**src/rtl/dlwv_pkg.sv**
```systemverilog
`default_nettype none
package dlwv_pkg;

  localparam int LABEL_W     = 3;
  localparam int CLASS_W     = 4;
  localparam int THR_W       = 5;
  localparam int NUM_COUNTED = 7;

  localparam logic [THR_W-1:0]   THR_RESET   = 5'd13;
  localparam logic [LABEL_W-1:0] LABEL_NONE  = 3'd0;
  localparam logic [LABEL_W-1:0] LABEL_OTHER = 3'd7;
  localparam logic [CLASS_W-1:0] CLASS_LAST  = 4'd5;

  typedef struct packed {
    logic               has_box;
    logic               last;
    logic               area_neg;
    logic [LABEL_W-1:0] label;
  } s1_ctrl_t;

  function automatic logic [LABEL_W-1:0] class_to_label(input logic [CLASS_W-1:0] cls);
    logic [CLASS_W-1:0] inc;
    inc = cls + CLASS_W'(1);
    if (cls <= CLASS_LAST) begin
      return inc[LABEL_W-1:0];
    end
    return LABEL_OTHER;
  endfunction

endpackage
`default_nettype wire

```
**src/rtl/dlwv_in_stage.sv**
```systemverilog
`default_nettype none
module dlwv_in_stage #(
  parameter int COORD_BITS = 12
) (
  input  wire logic                              clk,
  input  wire logic                              rst_n,
  input  wire logic                              in_valid,
  output logic                                   in_stall,
  input  wire logic                              in_has_box,
  input  wire logic [dlwv_pkg::CLASS_W-1:0]      in_class_id,
  input  wire logic [COORD_BITS-1:0]             in_x_min,
  input  wire logic [COORD_BITS-1:0]             in_y_min,
  input  wire logic [COORD_BITS-1:0]             in_x_max,
  input  wire logic [COORD_BITS-1:0]             in_y_max,
  input  wire logic                              in_last_in_frame,
  input  wire logic                              s1_go,
  output logic                                   s1_valid,
  output dlwv_pkg::s1_ctrl_t                     s1_ctrl,
  output logic [2*COORD_BITS-1:0]                s1_area
);

  localparam int DW = COORD_BITS + 1;
  localparam int PW = 2 * COORD_BITS + 2;

  logic                     s1_valid_r, s1_valid_nxt;
  dlwv_pkg::s1_ctrl_t       s1_ctrl_r;
  logic [2*COORD_BITS-1:0]  s1_area_r;
  logic                     load;
  logic [DW-1:0]            dx, dy;
  logic signed [PW-1:0]     dx_w, dy_w, prod;

  assign in_stall = s1_valid_r && !s1_go;
  assign load     = in_valid && !in_stall;

  assign dx   = {1'b0, in_x_max} - {1'b0, in_x_min};
  assign dy   = {1'b0, in_y_max} - {1'b0, in_y_min};
  assign dx_w = {{(PW-DW){dx[DW-1]}}, dx};
  assign dy_w = {{(PW-DW){dy[DW-1]}}, dy};
  assign prod = dx_w * dy_w;

  always_comb begin
    s1_valid_nxt = s1_valid_r;
    if (load) begin
      s1_valid_nxt = 1'b1;
    end else if (s1_go) begin
      s1_valid_nxt = 1'b0;
    end
  end

  always_ff @(posedge clk) begin
    if (!rst_n) begin
      s1_valid_r <= 1'b0;
    end else begin
      s1_valid_r <= s1_valid_nxt;
    end
  end

  always_ff @(posedge clk) begin
    if (load) begin
      s1_ctrl_r.has_box  <= in_has_box;
      s1_ctrl_r.last     <= in_last_in_frame;
      s1_ctrl_r.area_neg <= prod[PW-1];
      s1_ctrl_r.label    <= dlwv_pkg::class_to_label(in_class_id);
      s1_area_r          <= prod[2*COORD_BITS-1:0];
    end
  end

  assign s1_valid = s1_valid_r;
  assign s1_ctrl  = s1_ctrl_r;
  assign s1_area  = s1_area_r;

endmodule
`default_nettype wire

```
**src/rtl/dlwv_window.sv**
```systemverilog
`default_nettype none
module dlwv_window #(
  parameter int WINDOW_LEN = 20
) (
  input  wire logic                              clk,
  input  wire logic                              rst_n,
  input  wire logic                              push,
  input  wire logic [dlwv_pkg::LABEL_W-1:0]      push_label,
  input  wire logic [dlwv_pkg::THR_W-1:0]        threshold,
  output logic [dlwv_pkg::LABEL_W-1:0]           decision
);

  localparam int PTR_W  = (WINDOW_LEN > 1) ? $clog2(WINDOW_LEN) : 1;
  localparam int FILL_W = $clog2(WINDOW_LEN + 1);
  localparam int CNT_W  = $clog2(WINDOW_LEN + 1);

  logic [dlwv_pkg::LABEL_W-1:0] win_r [WINDOW_LEN];
  logic [FILL_W-1:0]            fill_r, fill_nxt;
  logic [PTR_W-1:0]             ptr_r, ptr_nxt;
  logic [CNT_W-1:0]             cnt_r   [dlwv_pkg::NUM_COUNTED];
  logic [CNT_W-1:0]             cnt_nxt [dlwv_pkg::NUM_COUNTED];
  logic                         full;
  logic [PTR_W-1:0]             wr_idx;
  logic [dlwv_pkg::LABEL_W-1:0] old_label;

  assign full      = (fill_r == FILL_W'(WINDOW_LEN));
  assign wr_idx    = full ? ptr_r : fill_r[PTR_W-1:0];
  assign old_label = win_r[ptr_r];

  always_comb begin
    fill_nxt = fill_r;
    ptr_nxt  = ptr_r;
    if (push) begin
      if (full) begin
        ptr_nxt = (ptr_r == PTR_W'(WINDOW_LEN - 1)) ? '0 : ptr_r + PTR_W'(1);
      end else begin
        fill_nxt = fill_r + FILL_W'(1);
      end
    end
  end

  always_comb begin
    for (int i = 0; i < dlwv_pkg::NUM_COUNTED; i++) begin
      cnt_nxt[i] = cnt_r[i];
      if (push) begin
        if (full && old_label == dlwv_pkg::LABEL_W'(i) && cnt_r[i] != '0) begin
          cnt_nxt[i] = cnt_nxt[i] - CNT_W'(1);
        end
        if (push_label == dlwv_pkg::LABEL_W'(i)) begin
          cnt_nxt[i] = cnt_nxt[i] + CNT_W'(1);
        end
      end
    end
  end

  always_comb begin
    decision = dlwv_pkg::LABEL_NONE;
    for (int i = dlwv_pkg::NUM_COUNTED - 1; i >= 0; i--) begin
      if (dlwv_pkg::THR_W'(cnt_nxt[i]) > threshold) begin
        decision = dlwv_pkg::LABEL_W'(i);
      end
    end
  end

  always_ff @(posedge clk) begin
    if (!rst_n) begin
      fill_r <= '0;
      ptr_r  <= '0;
      for (int i = 0; i < dlwv_pkg::NUM_COUNTED; i++) begin
        cnt_r[i] <= '0;
      end
    end else begin
      fill_r <= fill_nxt;
      ptr_r  <= ptr_nxt;
      for (int i = 0; i < dlwv_pkg::NUM_COUNTED; i++) begin
        cnt_r[i] <= cnt_nxt[i];
      end
    end
  end

  always_ff @(posedge clk) begin
    if (push) begin
      win_r[wr_idx] <= push_label;
    end
  end

endmodule
`default_nettype wire

```
**src/rtl/detection_label_window_vote_core.sv**
```systemverilog
`default_nettype none
// Channel  Direction  Handshake         Payload
// in       input      in_valid/stall    has_box, class_id, x_min, y_min, x_max, y_max, last
// out      output     out_valid/stall   decision, frame_label
// cfg      input      cfg_valid/ready   vote_threshold (cfg_data)
//
// One request per cycle while in_stall is low; a frame result passes from its last request
// through the input register (area multiply) and then the result register.
// Synchronous active-low reset clears the window fill, counts and threshold (13).
// A held result stalls the input only when the registered request also ends a frame or has no box.
module detection_label_window_vote_core #(
  parameter int WINDOW_LEN = 20,
  parameter int COORD_BITS = 12
) (
  input  wire logic                              clk,
  input  wire logic                              rst_n,
  input  wire logic                              in_valid,
  output logic                                   in_stall,
  input  wire logic                              in_has_box,
  input  wire logic [dlwv_pkg::CLASS_W-1:0]      in_class_id,
  input  wire logic [COORD_BITS-1:0]             in_x_min,
  input  wire logic [COORD_BITS-1:0]             in_y_min,
  input  wire logic [COORD_BITS-1:0]             in_x_max,
  input  wire logic [COORD_BITS-1:0]             in_y_max,
  input  wire logic                              in_last_in_frame,
  output logic                                   out_valid,
  input  wire logic                              out_stall,
  output logic [dlwv_pkg::LABEL_W-1:0]           out_decision,
  output logic [dlwv_pkg::LABEL_W-1:0]           out_frame_label,
  input  wire logic                              cfg_valid,
  output logic                                   cfg_ready,
  input  wire logic [dlwv_pkg::THR_W-1:0]        cfg_data
);

  logic                         s1_valid, s1_go, produces, out_free, win, push;
  dlwv_pkg::s1_ctrl_t           s1_ctrl;
  logic [2*COORD_BITS-1:0]      s1_area;
  logic [2*COORD_BITS-1:0]      best_area_r, best_area_nxt;
  logic [dlwv_pkg::LABEL_W-1:0] best_label_r, best_label_nxt;
  logic [dlwv_pkg::LABEL_W-1:0] frame_label, decision;
  logic [dlwv_pkg::THR_W-1:0]   thr_r;
  logic                         out_valid_r, out_valid_nxt;
  logic [dlwv_pkg::LABEL_W-1:0] out_decision_r, out_frame_label_r;

  dlwv_in_stage #(
    .COORD_BITS(COORD_BITS)
  ) u_in_stage (
    .clk             (clk),
    .rst_n           (rst_n),
    .in_valid        (in_valid),
    .in_stall        (in_stall),
    .in_has_box      (in_has_box),
    .in_class_id     (in_class_id),
    .in_x_min        (in_x_min),
    .in_y_min        (in_y_min),
    .in_x_max        (in_x_max),
    .in_y_max        (in_y_max),
    .in_last_in_frame(in_last_in_frame),
    .s1_go           (s1_go),
    .s1_valid        (s1_valid),
    .s1_ctrl         (s1_ctrl),
    .s1_area         (s1_area)
  );

  assign out_free    = !out_valid_r || !out_stall;
  assign produces    = !s1_ctrl.has_box || s1_ctrl.last;
  assign s1_go       = s1_valid && (!produces || out_free);
  assign push        = s1_go && produces;
  assign win         = s1_ctrl.has_box && !s1_ctrl.area_neg && (s1_area > best_area_r);
  assign frame_label = win ? s1_ctrl.label : best_label_r;

  always_comb begin
    best_area_nxt  = best_area_r;
    best_label_nxt = best_label_r;
    if (s1_go) begin
      if (produces) begin
        best_area_nxt  = '0;
        best_label_nxt = dlwv_pkg::LABEL_NONE;
      end else if (win) begin
        best_area_nxt  = s1_area;
        best_label_nxt = s1_ctrl.label;
      end
    end
  end

  dlwv_window #(
    .WINDOW_LEN(WINDOW_LEN)
  ) u_window (
    .clk       (clk),
    .rst_n     (rst_n),
    .push      (push),
    .push_label(frame_label),
    .threshold (thr_r),
    .decision  (decision)
  );

  always_comb begin
    out_valid_nxt = out_valid_r && out_stall;
    if (push) begin
      out_valid_nxt = 1'b1;
    end
  end

  always_ff @(posedge clk) begin
    if (!rst_n) begin
      best_area_r  <= '0;
      best_label_r <= dlwv_pkg::LABEL_NONE;
      thr_r        <= dlwv_pkg::THR_RESET;
      out_valid_r  <= 1'b0;
    end else begin
      best_area_r  <= best_area_nxt;
      best_label_r <= best_label_nxt;
      out_valid_r  <= out_valid_nxt;
      if (cfg_valid) begin
        thr_r <= cfg_data;
      end
    end
  end

  always_ff @(posedge clk) begin
    if (push) begin
      out_decision_r    <= decision;
      out_frame_label_r <= frame_label;
    end
  end

  assign cfg_ready       = 1'b1;
  assign out_valid       = out_valid_r;
  assign out_decision    = out_decision_r;
  assign out_frame_label = out_frame_label_r;

endmodule
`default_nettype wire

```
**config.mk**
```make
export PLATFORM = sky130hd
export DESIGN_NAME = detection_label_window_vote_core
export DESIGN_NICKNAME = d
export VERILOG_FILES = /design/src/rtl/dlwv_pkg.sv /design/src/rtl/dlwv_in_stage.sv /design/src/rtl/dlwv_window.sv /design/src/rtl/detection_label_window_vote_core.sv
export SDC_FILE = /design/constraint.sdc
export NUM_CORES = 1
export LEC_CHECK = 0
export BUFFER_PORTS_ARGS = -buffer_cell sky130_fd_sc_hd__buf_2
export CORE_ASPECT_RATIO = 1.1
export CORE_MARGIN = 5
export CORE_UTILIZATION = 48
export DETAILED_ROUTE_END_ITERATION = 8
export PLACE_DENSITY = 0.73
export SLEW_MARGIN = 10
export SYNTH_ARGS = -nofsm -noshare
export SYNTH_HDL_FRONTEND = slang
export SYNTH_SLANG_ARGS = --single-unit
```
**constraint.sdc**
```tcl
create_clock -name clk -period 23.5 [get_ports clk]
set_input_delay 1.175 -clock clk [delete_from_list [all_inputs] [get_ports clk]]
set_output_delay 1.175 -clock clk [all_outputs]
set_load 0.1 [all_outputs]
```
======== Word-level counts from Yosys, hierarchy flattened ========
Memories as Yosys holds them, arrays and structs flattened. A register that Yosys moved wholly into a read port is not among the register bits.
Index checks and enable logic that the tools add are counted.
storage, ports and cells
  register bits after elaboration ......... 80
  memory bits (writable) .................. 95
  memories kept ........................... 2
  input bits .............................. 64
memories
  name            depth  bits a word  rd ports  clocked after memory_dff  wr ports  line               source
  u_window.win_r  20     3            1         1                         1         dlwv_window.sv:17  logic [dlwv_pkg::LABEL_W-1:0] win_r [WINDOW_LEN];
  u_window.cnt_r  7      5            7         0                         7         dlwv_window.sv:20  logic [CNT_W-1:0] cnt_r [dlwv_pkg::NUM_COUNTED];
operators by class
  mux-type cells .......................... 59
  order comparisons ....................... 9
  $mul .................................... 1
  reduce and logical (&&, ||, !) cells .... 47
  bitwise operators ....................... 8
  $add $sub $neg .......................... 19
  equal/unequal tests ..................... 14
operators with widths
  kind                                                                   count
  5-bit 2-to-1 mux                                                       39
  24-bit 2-to-1 mux                                                      2
  5-bit by 1-bit adder with 5-bit output, second input constant          9
  5-bit greater-than comparator                                          7
  5-bit nonzero test                                                     7
  5-bit by 1-bit subtractor with 5-bit output, second input constant     7
  13-bit by 13-bit multiplier with 26-bit output                         1
  12-bit by 12-bit subtractor with 13-bit output                         2
  24-bit greater-than comparator                                         1
  1-bit logical AND                                                      21
  3-bit == test, second input constant                                   6
  3-bit 2-to-1 mux                                                       6
  3-bit by 2-bit == test with 1-bit output, second input constant        4
  5-bit == test, second input constant                                   2
  1-bit 2-to-1 mux                                                       10
  1-bit zero test                                                        7
  1-bit OR                                                               7
  3-bit by 1-bit == test with 1-bit output, second input constant        2
  3-bit zero test                                                        2
  2-bit AND reduction                                                    3
  4-bit by 3-bit <= comparator with 1-bit output, second input constant  1
  2-bit 2-to-1 mux                                                       2
  2-bit nonzero test                                                     2
  4-bit OR reduction                                                     1
  other kinds (4)                                                        6

======== Logic depth before layout (Yosys ltp) ========
Gate-level depths: netlist of the first run.
  depth after elaboration ................. 17
  mapped depth ............................ 33

======== Hierarchy ========
From an unflattened synthesis of the first run, not the netlist that was laid out.
second synthesis, totals
  cells, all modules ...................... 1963
  area total of the unflattened synthesis .. 18497.7 um2
by module, submodules not included
  module                            cells an instance  seq. area each (um2)  area an instance (um2)  instances
  dlwv_in_stage                     937                920.9                 8668.3                  1
  dlwv_window                       809                2802.7                7599.8                  1
  detection_label_window_vote_core  217                840.8                 2229.6                  1

======== Least setup slack after synthesis of the first run ========
No wires, ideal clock.
  path type ............................... input to register
  start ................................... input port in_x_max[0]
  end ..................................... register u_in_stage.s1_ctrl_r (netlist bit u_in_stage.s1_ctrl[3]) (data pin)
  slack ................................... 14.835 ns
  setup time .............................. 0.260 ns
  data arrival time ....................... 8.405 ns
  stages .................................. 29
  buffers on the path ..................... 1
  cells stage by stage .................... inv_1 ha_1 fa_1 nor2b_1 o21ai_0 a21boi_1 o21ai_1 a21boi_0 o21ai_1 a21oi_1 o41ai_2 clkbuf_1 and2_1 fa_1 fa_1 inv_1 fa_1 inv_1 fa_1 fa_1 ha_1 ha_1 or2_2 a21oi_1 a211oi_1 nor3_1 o41ai_1 a21oi_1 xnor2_1
between the ends
  word-level cells in the longest chain between the ends .. 2
ends and longest elaborated chain
  what                                            line                                    source
  start, declared                                 detection_label_window_vote_core.sv:23  input wire logic [COORD_BITS-1:0] in_x_max,
  12-bit by 12-bit subtractor with 13-bit output  dlwv_in_stage.sv:35                     assign dx = {1'b0, in_x_max} - {1'b0, in_x_min};
  13-bit by 13-bit multiplier with 26-bit output  dlwv_in_stage.sv:39                     assign prod = dx_w * dy_w;
  via u_in_stage.prod[25]                         dlwv_in_stage.sv:30                     logic signed [PW-1:0] dx_w, dy_w, prod;
  end, declared                                   dlwv_in_stage.sv:26                     dlwv_pkg::s1_ctrl_t s1_ctrl_r;
The timed path passes the listed nets, and every way through them passes these cells.
A chain may end at the register's enable or synchronous reset.

======== Worst setup path in the final report of the first run ========
  start ................................... input port in_y_min[0]
  end ..................................... register u_in_stage.s1_ctrl_r (netlist bit u_in_stage.s1_ctrl[3]) (data pin)
between the ends
  word-level cells in the longest chain between the ends .. 2
ends and longest elaborated chain
  what                                            line                                    source
  start, declared                                 detection_label_window_vote_core.sv:22  input wire logic [COORD_BITS-1:0] in_y_min,
  12-bit by 12-bit subtractor with 13-bit output  dlwv_in_stage.sv:36                     assign dy = {1'b0, in_y_max} - {1'b0, in_y_min};
  13-bit by 13-bit multiplier with 26-bit output  dlwv_in_stage.sv:39
  via u_in_stage.prod[25]                         dlwv_in_stage.sv:30
The timed path passes the listed nets, and every way through them passes these cells.

==> results.md, run 1 <==
* Via density at 5.51
* Layout cell share with drive strength beyond 1 at 0.0906
* Vias in the first global route at 13,900
* Cell Area, Synth at 18,000 sq um
* Port Buf Inserts at 71
* Startpoint Class: input port
* Final nets at 2,349
* Total CTS buffers at 17
* Fin crit share at 0.393
* Initial antenna violation count at 0
* Global routing usage on met2 at 0.370
* CTS tree: done
* Total GRT Usage at 0.199
* DRC viols at 0
* Detailed Route WL at 40.6 mm
* CP top delay family: adder cells
* Clk_lat worst skew at 0.45 ns
* Synth Area in Compound Gates at 0.104
* Setup bufs post-CTS at 0
* Met1 Usage GRT at 0.230
* Main combinational cell family by area after synthesis: adder cells
* Area Growth Syn to Fin at 7.50%
* Worst hold-check path type: register to register
* Maximum clock rate at 108 MHz
* Least-Margin Pin Slew at 1.07 ns
* Clock transition at path regs at 0.07 ns
* Hold_buf cts at 0
* Adder-Cell Fraction of Synth Area at 0.301
* Fillers at 3,274
* R2r endpoint: out_decision[2]
* Synth Flop Type: edfxtp_1
* Die ar. at 41,400 sq um
* Clk_skew at 0.00904 ns
* Most Crowded Layer GR: met2
* Rel. slew slack at 0.284
* Setup violators final at 0
* Post-DP HPWL at 32.0 mm
* Root Buffer: clkbuf_16
* Hold wc startpoint: best_area_r[12]
* Clock sinks at 180
* R2r setup slk at 17.95 ns
* Largest net degree at the start of global routing at 48
* CP most frequent cell: fa_1
* Post_cts resized at 0
* Mean routed wirelength per cell at 16.5 um
* Netlist cell types at 89
* Min Tclk post-route at 9.24 ns
* GR Util met3 at 0.0270
* Routed Antenna Nets at 0
* CP Buf/Inv Count at 5
* Crit path DAT at 9.42 ns
* First drt pass iteration count at 5
* Critical-path top delay cell: fa_1
* Synth Area in Simple Gates at 0.175
* CP Capture Type: register
* Final hold viol count at 0
* Worst Reg-to-Reg Cells at 20
* Syn_nets at 2,304
* Core area at 37,100 sq um
* Grt total ovfl at 0
* Yosys reg bits at 180
* Worst Hold Path EP: best_area_r[12]
* Worst Path Required at 23.69 ns
* Crit-path max FO at 14
* I/O Pins at 73
* Status: complete, no violations
* N_diodes at 0
* Routed via count at 13,500
* Die outline height at 213 um
* Max-Cap Viols at 0
* RSZ-0062 raised after global routing: no
* Synthesis Warnings at 0
* Max incr delay on CP at 0.55 ns
* Post-synth EDFFs at 96
* First-pass GRT wire length at 67.5 mm
* H-tree levels at 4
* Post-synthesis mux area share at 0.0440
* Post-Syn Instances at 1,906
* Max Transition Viols Final at 0
* Sequential cell area fraction in the yosys report at 0.254
* Async SR Flop Fraction at 0
* Die Span X at 195 um
* Hold Path Depth at 2
* DR iter-0 viols at 756
* Setup tns final at 0 ns
* GP Congestion at 0.975
* Synth Area per Inst at 9.44 sq um
* Setup Crit Path Kind: input port to register
* Maximum clock insertion buffer count at 2
* Xor-xnor portion of the synthesized cell area at 0.0492
* Initial Utilization at 0.484
* Row count at 74
[worst max path at each step]
| stage | startpoint | to | slack [ns] | cells past startpoint |
|---|---|---|---|---|
| final | in_y_min[0] | u_in_stage.s1_ctrl[3] | 14.26 | 32 |
| after global routing | in_x_max[0] | u_in_stage.s1_ctrl[3] | 13.65 | 30 |
| after CTS | in_x_min[0] | u_in_stage.s1_ctrl[3] | 14.35 | 29 |
| after detailed placement | in_x_min[0] | u_in_stage.s1_ctrl[3] | 13.90 | 29 |
| after global placement | in_x_min[0] | u_in_stage.s1_ctrl[3] | 14.11 | 29 |
| after floorplan | in_x_max[0] | u_in_stage.s1_ctrl[3] | 14.83 | 29 |
[registers in the layout, indices dropped and copies added, names as in the netlist, named ones only]
register,cells
out_decision,3
u_window.cnt_r,35
u_window.fill_r,5
u_in_stage.s1_ctrl,6
out_valid,1
best_area_r,24
u_window.ptr_r,5
u_in_stage.s1_valid,1
best_label_r,3
u_window.win_r,60
u_in_stage.s1_area,24
thr_r,5
out_frame_label,3
[tightest hold or removal path, cell delays in order, from the launching register on]
cell	delay, ns
dfxtp_1	0.31
nand2_1	0.05
a21oi_1	0.05
[cell type report]
type	instances	area [sq um]	share of cell area
Multi-Input combinational cell	1394	12100	0.626
Sequential cell	180	4560	0.236
Clock buffer	19	433	0.0224
Tap cell	494	618	0.0320
Timing Repair Buffer	89	490	0.0254
Inverter	269	1010	0.0522
Clock inverter	13	114	0.00589
[cell families (layout without fill, tap and decap cells)]
kind of cell / Yosys count / after routing
adders and majority gates: 334 / 334
buffers and inverters: 332 / 390
AOI/OAI and AO/OA: 270 / 270
muxes: 57 / 57
xor gates and xnor gates: 101 / 101
other: 1 / 1
and+or+nand+nor: 631 / 631
DFF: 180 / 180
[Yosys cell counts, types with 16 or more instances]
cell type  number  area share
inv_1         268       0.056
mux2i_1        40       0.022
nor3b_1        16      0.0067
a22oi_1        23      0.0096
o21ai_0        62       0.017
clkbuf_1       50       0.010
nand3_1        35      0.0097
dfxtp_1        84       0.093
xnor2_1        69       0.034
edfxtp_1       96        0.16
and2_1         27      0.0094
nand2_1       152       0.032
a21oi_1        56       0.016
or3_1          18      0.0063
nand2b_1       46       0.016
nor2_1        176       0.037
nor2b_1        30       0.010
fa_1          164        0.18
ha_1          170        0.12
nor3_1         58       0.016
xor2_1         32       0.016
[routing by layer]
metal | routed length [um] | up-vias
li1 | - | 6509
met1 | 16700 | 6595
met2 | 20800 | 315
met4 | 1660 | 0
met5 | 0 | -
met3 | 1410 | 113
[cells in the final DEF, fill, tap and decap left out, types with 8 or more instances in the layout]
cell	count
inv_1	268
nor2_1	176
ha_1	170
fa_1	164
nand2_1	152
edfxtp_1	96
dfxtp_1	84
buf_2	71
xnor2_1	69
o21ai_0	60
nor3_1	58
a21oi_1	56
nand2b_1	46
mux2i_1	40
nand3_1	35
xor2_1	32
nor2b_1	29
and2_1	27
a22oi_1	23
or3_1	18
buf_4	18
clkbuf_16	17
nor3b_1	16
a21o_1	15
o21a_1	14
or2_2	13
and3_1	12
nand4_1	11
a21boi_0	9
a211oi_1	9
o21bai_1	9
o21ai_1	8
mux4_1	8
[metrics by stage]
step	worst slack [ns]	area, sq um	std cells	hold slack [ns]	util
floorplan	14.83	18000	1906	0.432	-
global placement	14.11	18800	2426	0.441	0.506
detailed placement	13.90	18800	2426	0.453	0.506
CTS	14.35	19300	2458	0.463	0.521
global route	13.65	19300	2458	0.482	0.521
finish	14.26	19300	2458	0.457	0.521
Power of run 1 is not shown: default switching activity piles up to over one toggle a cycle in this logic, so the estimate is an artifact.
==> run 2: changes to the inputs <==
Settings changed: ABC_AREA set to 1.
Clock period 23.5 ns to 9.3 ns, I/O delays scaled along.
==> results.md, run 2 <==
* DRC viols at 0
* Port Buf Inserts at 71
* Die Span X at 191 um
* Synth Flop Type: edfxtp_1
* H-tree levels at 4
* Final instance area at 18,800 sq um
* R2r endpoint: out_decision[2]
* Top reg by flops: u_window.win_r
* Final nets at 2,625
* Max Transition Viols Final at 0
* CP most frequent cell: fa_1
* Crit-path max FO at 7
* Most area-consuming cells after synthesis: fa_1, edfxtp_1, ha_1
* Clock sinks at 180
* Hold Path Depth at 1
* Commonest non-fill, non-tap cell in the layout: nand2_1
* Via density at 5.07
* Final hold viol count at 0
* Hold wc startpoint: in_last_in_frame
* Setup bufs post-CTS at 0
* Most frequent cells in the layout: nand2_1, inv_1, nor2_1, ha_1, fa_1
* Syn_nets at 2,565
* CP Capture Type: register
* Setup slack after placement at 1.11 ns
* Crit path DAT at 7.88 ns
* Synth Area per Inst at 8.01 sq um
* Total GRT Usage at 0.202
* Cell Area, Placed at 18,200 sq um
* Cell Area, Synth at 17,400 sq um
* Min Tclk post-route at 7.71 ns
* Grt total ovfl at 0
* GP Congestion at 0.931
* CP startpoint: in_x_min[0]
* Core area at 35,900 sq um
* Total CTS buffers at 17
* R2r setup slk at 4.03 ns
* RSZ-0062 raised after global routing: no
* Least-Margin Pin Slew at 1.09 ns
* Post-synth EDFFs at 96
* Clock transition at path regs at 0.07 ns
* Fin crit share at 0.829
* Hold_buf cts at 0
* Die ar. at 40,100 sq um
* Worst hold-check path type: input port to register
* Netlist cell types at 48
* Setup Crit Path Kind: input port to register
* Post-Syn Instances at 2,167
* Worst Path Required at 9.48 ns
* Layout cell share with drive strength beyond 1 at 0.0795
* Most numerous cell in the Yosys netlist: nand2_1
* Async SR Flop Fraction at 0
* First drt pass iteration count at 5
* Worst Reg-to-Reg Cells at 27
* Detailed Route WL at 39.0 mm
* Initial Utilization at 0.483
* Post-DP HPWL at 30.9 mm
* Worst setup margin at 1.59 ns
* Mean routed wirelength per cell at 14.3 um
* Maximum clock insertion buffer count at 2
* Die outline height at 209 um
* Global routing usage on met2 at 0.375
* First-pass GRT wire length at 66.8 mm
* Status: complete, no violations
* Vias in the first global route at 14,500
* Area Growth Syn to Fin at 8.38%
* Post-synth top cells: nand2_1, inv_1, nor2_1, ha_1, fa_1
* GR Util met3 at 0.0213
* Met1 Usage GRT at 0.242
* Synthesis Warnings at 0
* CTS tree: done
* Share of the synthesized area in the top cell type at 0.189
* Largest net degree at the start of global routing at 64
* Top Registers: u_window.win_r (60), u_window.cnt_r (35)
* Setup violators final at 0
* Most Crowded Layer GR: met2
* Sequential cell area fraction in the yosys report at 0.263
* Startpoint Class: input port
* Setup tns final at 0 ns
* Critical-path top delay cell: fa_1
* DR iter-0 viols at 931
* Area leader, netlist: fa_1
* Yosys reg bits at 180
* Max FFs per register at 60
* Clk_lat worst skew at 0.44 ns
* Initial antenna violation count at 0
* Rel. slew slack at 0.268
* Max incr delay on CP at 0.91 ns
* Worst Hold Path EP: u_in_stage.s1_ctrl[4]
* Max-Cap Viols at 0
* Maximum clock rate at 130 MHz
* Post_cts resized at 0
* I/O Pins at 73
* Routed Antenna Nets at 0
* Routed via count at 13,800
* Root Buffer: clkbuf_16
* Row count at 73
* N_diodes at 0
* Clk_skew at 0.00892 ns
* Hold slack at 0.200 ns
-- run 2: cell count changes after synthesis, moves of 27 or more --
cell / previous run / this run
nand3_1: 35 / 141
nand2_1: 152 / 475
nand2b_1: 46 / 0
o21ai_0: 62 / 35
mux2i_1: 40 / 0
inv_1: 268 / 412
a21oi_1: 56 / 120
nor3_1: 58 / 15
nor2b_1: 30 / 0
xnor2_1: 69 / 24
-- run 2: critical path: cells and delay by family --
family / cells / cell delay, ns
xor+xnor: 1 / 0.10
compound gates: 10 / 2.00
buf+inv: 6 / 0.75
fa+ha+maj: 9 / 4.27
simple gates: 3 / 0.31
-- run 2: cell families after synthesis --
logic type / after synthesis / share of synthesized area
other: 1 / 0.000216
and+or+nand+nor: 895 / 0.219
buffers and inverters: 475 / 0.105
AOI/OAI and AO/OA: 229 / 0.0739
DFF: 180 / 0.263
xor gates and xnor gates: 53 / 0.0268
adders and majority gates: 334 / 0.312
-- run 2: area by class of cell --
type,instances,area [sq um]
timing repair buffer,80,423
clock inverter,13,133
fill,3306,17100
inverter,436,1640
sequential,180,4560
tap,487,609
multi-input combinational,1512,11000
clock buffer,19,475
-- run 2: worst max path at each step --
stage	to	slack, ns	cells past startpoint
6_report	u_in_stage.s1_ctrl[3]	1.59	29
4_1_cts	u_in_stage.s1_ctrl[3]	1.59	29
3_5_place_dp	u_in_stage.s1_ctrl[3]	1.11	29
5_1_grt	u_in_stage.s1_ctrl[3]	1.0	30
2_1_floorplan	u_in_stage.s1_ctrl[3]	1.97	29
3_3_place_gp	u_in_stage.s1_ctrl[3]	1.31	29
-- run 2: routing by layer --
layer | vias up | wire length, um | part of all wire
li1 | 6926 | - | -
met2 | 276 | 20400 | 0.52
met1 | 6564 | 16500 | 0.42
met3 | 64 | 1310 | 0.033
met4 | 0 | 916 | 0.023
met5 | - | 0 | 0
-- run 2: through the flow --
step,cells,util
final,2727,0.524
after global routing,2727,0.524
after CTS,2727,0.524
after detailed placement,2695,0.507
after global placement,2695,0.507
after floorplan,2167,-
Power of run 2 is left out for the same reason.
